[config.mk]
export PLATFORM = sky130hd
export DESIGN_NAME = slot_allocator_with_refcounts_unit
export DESIGN_NICKNAME = d
export VERILOG_FILES = /design/src/rtl/sac_pkg.sv /design/src/rtl/slot_allocator_with_refcounts_unit.sv /design/src/rtl/sac_ref_store.sv
export SDC_FILE = /design/constraint.sdc
export NUM_CORES = 1
export LEC_CHECK = 0
export ABC_AREA = 1
export ABC_CLOCK_PERIOD_IN_PS = 8600
export BUFFER_PORTS_ARGS = -buffer_cell sky130_fd_sc_hd__buf_2
export CAP_MARGIN = 30
export CELL_PAD_IN_SITES_DETAIL_PLACEMENT = 1
export CELL_PAD_IN_SITES_GLOBAL_PLACEMENT = 1
export CORE_UTILIZATION = 56
export CTS_CLUSTER_DIAMETER = 60
export DETAILED_ROUTE_END_ITERATION = 6
export HOLD_SLACK_MARGIN = 0.12
export PLACE_DENSITY_LB_ADDON = 0.1
export SLEW_MARGIN = 30
export SYNTH_ARGS = -nofsm -noshare
export SYNTH_HDL_FRONTEND = slang
export SYNTH_SLANG_ARGS = --single-unit
export TNS_END_PERCENT = 20
[constraint.sdc]
create_clock -name clk_i -period 8.6 [get_ports clk_i]
set_clock_uncertainty 0.1 [all_clocks]
set_input_delay 1.72 -clock clk_i [delete_from_list [all_inputs] [get_ports clk_i]]
set_output_delay 1.72 -clock clk_i [all_outputs]
set_load 0.01 [all_outputs]
[src/rtl/sac_pkg.sv]
// Shared types and constants for the slot allocator.
// Holds the request and result words, their codes, and the count store ports.
// No dependencies.
`timescale 1ns / 1ps
`default_nettype none

package sac_pkg;

  localparam int SLOT_W  = 5;
  localparam int INDEX_W = 6;
  localparam int COUNT_W = 16;

  localparam logic [COUNT_W-1:0] COUNT_MAX = '1;

  typedef enum logic [1:0] {
    REQ_ALLOC = 2'd0,
    REQ_FREE  = 2'd1,
    REQ_REF   = 2'd2,
    REQ_UNREF = 2'd3
  } req_type_e;

  typedef enum logic [1:0] {
    ST_OK    = 2'd0,
    ST_FULL  = 2'd1,
    ST_RANGE = 2'd2
  } status_e;

  typedef struct packed {
    req_type_e          req_type;
    logic [INDEX_W-1:0] slot_index;
  } req_word_t;

  typedef struct packed {
    status_e            status;
    logic [SLOT_W-1:0]  granted_slot;
    logic [COUNT_W-1:0] ref_count;
  } rsp_word_t;

  typedef struct packed {
    logic              en;
    logic [SLOT_W-1:0] addr;
  } cnt_rd_t;

  typedef struct packed {
    logic               en;
    logic [SLOT_W-1:0]  addr;
    logic [COUNT_W-1:0] data;
  } cnt_wr_t;

endpackage

`default_nettype wire

[src/rtl/slot_allocator_with_refcounts_unit.sv]
// Slot allocator with per-slot reference counts: top level.
// Depends on sac_pkg and sac_ref_store.
//
// Usage:
// Requests arrive as words on the in channel (valid/ready); each request gives
// exactly one result word on the out channel (valid/ready), in order.
// Alloc grants the lowest free slot, free releases a slot and clears its count,
// ref and unref step the count with saturation at both ends and report it.
// A request accepted into the s1 stage reads its count from the store's registered
// read port, and its result is registered in the output register that drives
// out_valid_o once that stage advances. One request is taken per cycle
// when the receiver keeps up; the count store's single read-modify-write path
// sets that rate, and a write to the same slot is forwarded to a read that
// overlaps it.
// While the output register holds an untaken result, the stage behind it
// keeps any request it holds and in_ready_o falls if it holds one, so nothing is lost or repeated.
// Reset marks the reserved slots used with a count of one and all other
// slots free with a count of zero; it takes effect at once, with no sweep.
`timescale 1ns / 1ps
`default_nettype none

module slot_allocator_with_refcounts_unit #(
  parameter int SLOTS          = 32,
  parameter int RESERVED_SLOTS = 3
) (
  input  wire                      clk_i,
  input  wire                      rst_ni,
  input  wire                      in_valid_i,
  output logic                     in_ready_o,
  input  wire sac_pkg::req_word_t  in_word_i,
  output logic                     out_valid_o,
  input  wire                      out_ready_i,
  output sac_pkg::rsp_word_t       out_word_o
);

  localparam logic [SLOTS-1:0] RSV_MASK = SLOTS'((64'd1 << RESERVED_SLOTS) - 64'd1);

  logic                        s1_vld_q;
  sac_pkg::req_word_t          s1_q;
  logic [SLOTS-1:0]            used_q;
  logic [SLOTS-1:0]            used_d;
  logic                        out_vld_q;
  sac_pkg::rsp_word_t          out_q;
  sac_pkg::rsp_word_t          rsp;
  logic                        out_free;
  logic                        adv;
  logic                        in_acc;
  sac_pkg::cnt_rd_t            rd;
  sac_pkg::cnt_wr_t            wr;
  logic [sac_pkg::COUNT_W-1:0] cur;
  logic [SLOTS-1:0]            open_slots;
  logic [sac_pkg::SLOT_W-1:0]  grant;
  logic                        in_range;
  logic [sac_pkg::SLOT_W-1:0]  idx;

  assign out_free   = !out_vld_q || out_ready_i;
  assign adv        = s1_vld_q && out_free;
  assign in_ready_o = !s1_vld_q || out_free;
  assign in_acc     = in_valid_i && in_ready_o;

  assign rd.en   = in_acc;
  assign rd.addr = in_word_i.slot_index[sac_pkg::SLOT_W-1:0];

  sac_ref_store #(
    .SLOTS          (SLOTS),
    .RESERVED_SLOTS (RESERVED_SLOTS)
  ) u_store (
    .clk_i     (clk_i),
    .rst_ni    (rst_ni),
    .rd_i      (rd),
    .wr_i      (wr),
    .rd_data_o (cur)
  );

  assign open_slots = ~used_q;
  assign idx        = s1_q.slot_index[sac_pkg::SLOT_W-1:0];
  assign in_range   = s1_q.slot_index < sac_pkg::INDEX_W'(SLOTS);

  always_comb begin
    grant = '0;
    for (int i = SLOTS - 1; i >= 0; i--) begin
      if (open_slots[i]) begin
        grant = sac_pkg::SLOT_W'(i);
      end
    end
  end

  always_comb begin
    rsp.status       = sac_pkg::ST_OK;
    rsp.granted_slot = '0;
    rsp.ref_count    = '0;
    wr.en            = 1'b0;
    wr.addr          = idx;
    wr.data          = '0;
    used_d           = used_q;
    if (s1_q.req_type == sac_pkg::REQ_ALLOC) begin
      if (|open_slots) begin
        rsp.granted_slot = grant;
        wr.en            = 1'b1;
        wr.addr          = grant;
        used_d[grant]    = 1'b1;
      end else begin
        rsp.status = sac_pkg::ST_FULL;
      end
    end else if (!in_range) begin
      rsp.status = sac_pkg::ST_RANGE;
    end else begin
      wr.en = 1'b1;
      case (s1_q.req_type)
        sac_pkg::REQ_FREE: begin
          used_d[idx] = 1'b0;
        end
        sac_pkg::REQ_REF: begin
          wr.data = (cur == sac_pkg::COUNT_MAX) ? cur : cur + 1'b1;
        end
        sac_pkg::REQ_UNREF: begin
          wr.data = (cur == '0) ? cur : cur - 1'b1;
        end
        default: begin
          wr.en = 1'b0;
        end
      endcase
      rsp.ref_count = wr.data;
    end
    wr.en = wr.en && adv;
  end

  always_ff @(posedge clk_i or negedge rst_ni) begin
    if (!rst_ni) begin
      s1_vld_q  <= 1'b0;
      out_vld_q <= 1'b0;
      used_q    <= RSV_MASK;
    end else begin
      if (in_ready_o) begin
        s1_vld_q <= in_valid_i;
      end
      if (adv) begin
        used_q <= used_d;
      end
      if (out_free) begin
        out_vld_q <= s1_vld_q;
      end
    end
  end

  always_ff @(posedge clk_i) begin
    if (in_acc) begin
      s1_q <= in_word_i;
    end
    if (adv) begin
      out_q <= rsp;
    end
  end

  assign out_valid_o = out_vld_q;
  assign out_word_o  = out_q;

endmodule

`default_nettype wire

[src/rtl/sac_ref_store.sv]
// Reference count store: one synchronous memory with a registered read port.
// Valid bits give the reset counts until an entry is written; write-first bypass.
// Depends on sac_pkg.
`timescale 1ns / 1ps
`default_nettype none

module sac_ref_store #(
  parameter int SLOTS          = 32,
  parameter int RESERVED_SLOTS = 3
) (
  input  wire                          clk_i,
  input  wire                          rst_ni,
  input  wire sac_pkg::cnt_rd_t        rd_i,
  input  wire sac_pkg::cnt_wr_t        wr_i,
  output logic [sac_pkg::COUNT_W-1:0]  rd_data_o
);

  localparam int AW = (SLOTS > 1) ? $clog2(SLOTS) : 1;
  localparam logic [SLOTS-1:0] RSV_MASK = SLOTS'((64'd1 << RESERVED_SLOTS) - 64'd1);

  logic [sac_pkg::COUNT_W-1:0] mem [SLOTS];
  logic [SLOTS-1:0]            vld_q;
  logic [sac_pkg::COUNT_W-1:0] mem_rd_q;
  logic [sac_pkg::COUNT_W-1:0] byp_data_q;
  logic                        byp_q;
  logic                        hit_vld_q;
  logic                        rsv_q;
  logic [AW-1:0]               rd_a;
  logic [AW-1:0]               wr_a;

  assign rd_a = rd_i.addr[AW-1:0];
  assign wr_a = wr_i.addr[AW-1:0];

  always_ff @(posedge clk_i) begin
    if (wr_i.en) begin
      mem[wr_a] <= wr_i.data;
    end
    if (rd_i.en) begin
      mem_rd_q   <= mem[rd_a];
      byp_data_q <= wr_i.data;
      rsv_q      <= RSV_MASK[rd_a];
    end
  end

  always_ff @(posedge clk_i or negedge rst_ni) begin
    if (!rst_ni) begin
      vld_q     <= '0;
      byp_q     <= 1'b0;
      hit_vld_q <= 1'b0;
    end else begin
      if (wr_i.en) begin
        vld_q[wr_a] <= 1'b1;
      end
      if (rd_i.en) begin
        byp_q     <= wr_i.en && (wr_i.addr == rd_i.addr);
        hit_vld_q <= vld_q[rd_a];
      end
    end
  end

  always_comb begin
    if (byp_q) begin
      rd_data_o = byp_data_q;
    end else if (hit_vld_q) begin
      rd_data_o = mem_rd_q;
    end else begin
      rd_data_o = {{(sac_pkg::COUNT_W-1){1'b0}}, rsv_q};
    end
  end

endmodule

`default_nettype wire

==> impl_results.md <==
- CTS H-tree depth: 3
- Critical path peak fanout: 181
- Setup TNS: 0 ns
- WP buf/inv: 4
- Cell internal pwr: between 5 and 6 mW
- Post-CTS Setup Bufs: 0
- #FFs+latches synth: approximately 640
- # DRC: 6
- CTS tree: yes
- Final setup margin: 3.698 ns
- Die ar.: a little under 0.05 mm2
- Pwr per Cell Area: 241.5 mW/mm2
- Total routing usage reported by global routing: 34.83%
- Layout Nets: around 2300
- CTS Hold Bufs: 0
- Commonest non-fill, non-tap cell in the layout: edfxtp_1
- Die H: between 200 and 250 um
- Standard-cell rows: about 80
- Avg Cell Area, Syn: roughly 12 um2
- Core Util, Final: a little under two thirds
- Largest cells by area after synthesis: edfxtp_1 65%, o21ai_0 7.1%, dfrtp_1 6.1%
- Crit-path cells: buf_6, clkinv_8, buf_4, buf_12, o21ai_0, o22ai_1, o21ai_0, o22ai_1, nor2_1, nor2_1
- Hold crit path type: reg -> reg
- Final HPWL DP: ~48000 um
- Area Overhead vs Synth: 11.41%
- Initial Utilization: a little under three fifths
- Post-Syn Area: between 0.02 and 0.03 mm2
- CORE AREA: about 0.047 mm2
- Largest net degree at the start of global routing: around 180
- Final ANT Viol Nets: 0
- Relative slew slack: 34.24%
- Async SR Flop Fraction: between 10% and 20%
- # port buffers: 36
- RSZ-0062 raised after global routing: false
- Sequential share of power: between 50% and 60%
- TritonCTS Buffers: 68
- Slew Viols, Final: 0
- CP top delay family: buffers and inverters
- Slowest stage delay, CP: approximately 0.72 ns
- Hold Path Stages: 2
- EDFF count, synth: ~580
- CP Launch Type: input pin
- Final setup viols: 0
- Post-CTS sizing: 0
- Failing checks: design-rule violations
- CP required: slightly below 9 ns
- Clock Root Buffer: clkbuf_16
- Share of cells above drive strength 1: between 10% and 20%
- Number of global-route vias before repair: roughly 20000
- Outcome: complete, but fails checks
- Mapped Nets: 2265
- Via count: about 19000
- Clock buffer depth: 3
- Yosys top cell area share: between 60% and 70%
- Clock sinks: between 600 and 700
- Hold_ws: 0.3576 ns
- Total power: a little over 7 mW
- Post-layout min period: 4.902 ns
- P_sw: ~1.9 mW
- Clock network power share: between 30 and 40%
- Clock latency reported for the late side of the worst-skew pair: 0.61 ns
- Starting DRC count in detailed routing: about 2100
- Critical path capture point type: flip-flop
- Hold Path End: u_store.vld_q[14]
- Critical R2R Launch: u_store.byp_q
- Drt via density: approximately 6.5
- Fillers: around 4600
- Sequential area share after synthesis: between 70% and 80%
- Final hold vios: 0
- Yosys warnings: 0
- Post-Syn Instances: 2250
- First-pass GRT wire length: about 120000 um
- R2r setup slk: 4.04 ns
- Max-cap violations: 0
- Slowest cell on crit path: clkinv_8
- Fin crit share: ~57%
- Leak Pwr: 10.28 nW
- Worst r2r dst: u_store.mem[10][11]
- Cell variety after synth: 54
- FMAX: just over 200 MHz
- Worst IR Drop VDD: 0.2135 mV
- Commonest non-fill, non-tap cells in the layout: 576 x edfxtp_1, 404 x nor2_1, 381 x o21ai_0
- Grt total ovfl: 0
- Reg2Reg Depth: 18
- Comb power frac: a little over a tenth
- Hold_sp: u_store.vld_q[14]
- Actual slew at the worst max-slew pin: 0.9828 ns
- Average wire per standard cell: about 28 um
- Reg clk slew, reported paths: 0.06 ns
- GPL Wtd Cong: roughly 0.86
- Sw frac: approximately a quarter
- Drt total wl: around 83000 um
- Post-synth top flop: edfxtp_1
- Pre-CTS WS: between 3 and 4 ns
- Post-synth top area cell: edfxtp_1
- Kind of critical path: in -> reg
- Critical Path AT: approximately 5.2 ns
- Die W: around 220 um
- IO Count: 37
- Initial antenna violation count: 3
- Number of diodes: 0
- Pre-antenna DRT Iters: 7
## Yosys cell counts, types with 4 or more instances
cell and number:
edfxtp_1 576, nor2_1 410, o21ai_0 381, nand2_1 184, o22ai_1 129, clkbuf_1 111, inv_1 98, dfrtp_1 65
nand3_1 55, a21oi_1 35, inv_2 21, o221ai_1 21, o211ai_1 16, nor3_1 15, o21bai_1 14, buf_1 10
nand4_1 9, a22oi_2 8, o2111ai_1 7, xor2_1 7, nand2_2 6, nor2_2 5, o21ai_1 5, a22oi_4 4
buf_6 4, nor3_2 4
## area by class of cell
cell class / instances / area, um2 / area share [%]
clock buffers: 89 / 1854 / 6.218
clock inverters: 28 / 211.5 / 0.7091
inverters: 123 / 481.7 / 1.615
multi-input cells: 1357 / 6869 / 23.03
flip-flops and latches: 644 / 19000 / 63.72
well taps: 607 / 759.5 / 2.547
repair buffers: 86 / 641.9 / 2.152
## metrics by stage
step / cells / cell area [um2]
floorplan: 2250 / 26770
global placement: 2810 / 27610
detailed placement: 2813 / 27680
CTS: 2930 / 29740
global route: 2934 / 29820
finish: 2934 / 29820
## registers in the layout (all words and copies together), names as in the netlist
register and cells:
idx 5, u_store.mem_rd_q 16, u_store.vld_q 32, u_store.rsv_q 1, s1_q 3, u_store.byp_q 1, used_q 32, out_word_o 23
u_store.byp_data_q 16, u_store.hit_vld_q 1, u_store.mem 512, out_valid_o 1, s1_vld_q 1
## metal layers
metal | part of all wire [%] | track usage [%]
met5 | 0.028 | 0
met4 | 4.1 | 16.42
met3 | 8.5 | 6.433
met2 | 49 | 58.09
met1 | 38 | 44.27
## worst register-to-register path: stages, from the launching register on
cell and delay [ns]:
dfrtp_2 0.78, nor2_8 0.20, a22oi_2 0.43, inv_1 0.13
ha_1 0.24, inv_1 0.08, nor3_1 0.07, nand3_1 0.18
nor3_1 0.08, nand2_1 0.16, inv_2 0.07, nor3_4 0.18
nand2_1 0.14, nor3_2 0.16, nand2_1 0.17, o21ai_1 0.16
o211ai_1 0.16, a21oi_4 0.62, buf_8 0.28
## power groups by stage
stage / clock, mW / sequential [mW] / combinational, mW
2_1_floorplan: 0 / 3.67 / 0.453
3_3_place_gp: 0 / 3.68 / 0.711
3_5_place_dp: 0 / 3.69 / 0.744
4_1_cts: 2.83 / 3.62 / 0.755
5_1_grt: 2.93 / 3.63 / 0.823
6_report: 2.81 / 3.63 / 0.767
## how the worst max path moves through the flow
stage                       start  slack, ns                   end  depth (start not counted)
floorplan           u_store.byp_q       4.38        out_word_o[11]                         19
global placement     in_word_i[1]       3.29  u_store.mem_rd_q[14]                          9
detailed placement   in_word_i[0]       3.41   u_store.mem_rd_q[8]                          9
CTS                  in_word_i[0]       3.85   u_store.mem_rd_q[8]                          9
global route         in_word_i[0]       3.67   u_store.mem_rd_q[8]                         10
finish               in_word_i[0]       3.70   u_store.mem_rd_q[8]                         10
## cell families (layout without fill, tap and decap cells)
| logic type | after synthesis | in the layout | share of synthesized area [%] |
|---|---|---|---|
| compound gates | 641 | 641 | 13.99 |
| xor+xnor | 7 | 7 | 0.2290 |
| fa+ha+maj | 3 | 3 | 0.1402 |
| buf+inv | 249 | 326 | 3.655 |
| flops | 644 | 644 | 70.99 |
| simple gates | 706 | 706 | 11.00 |
No activity file was read; power rests on OpenSTA's default activity.
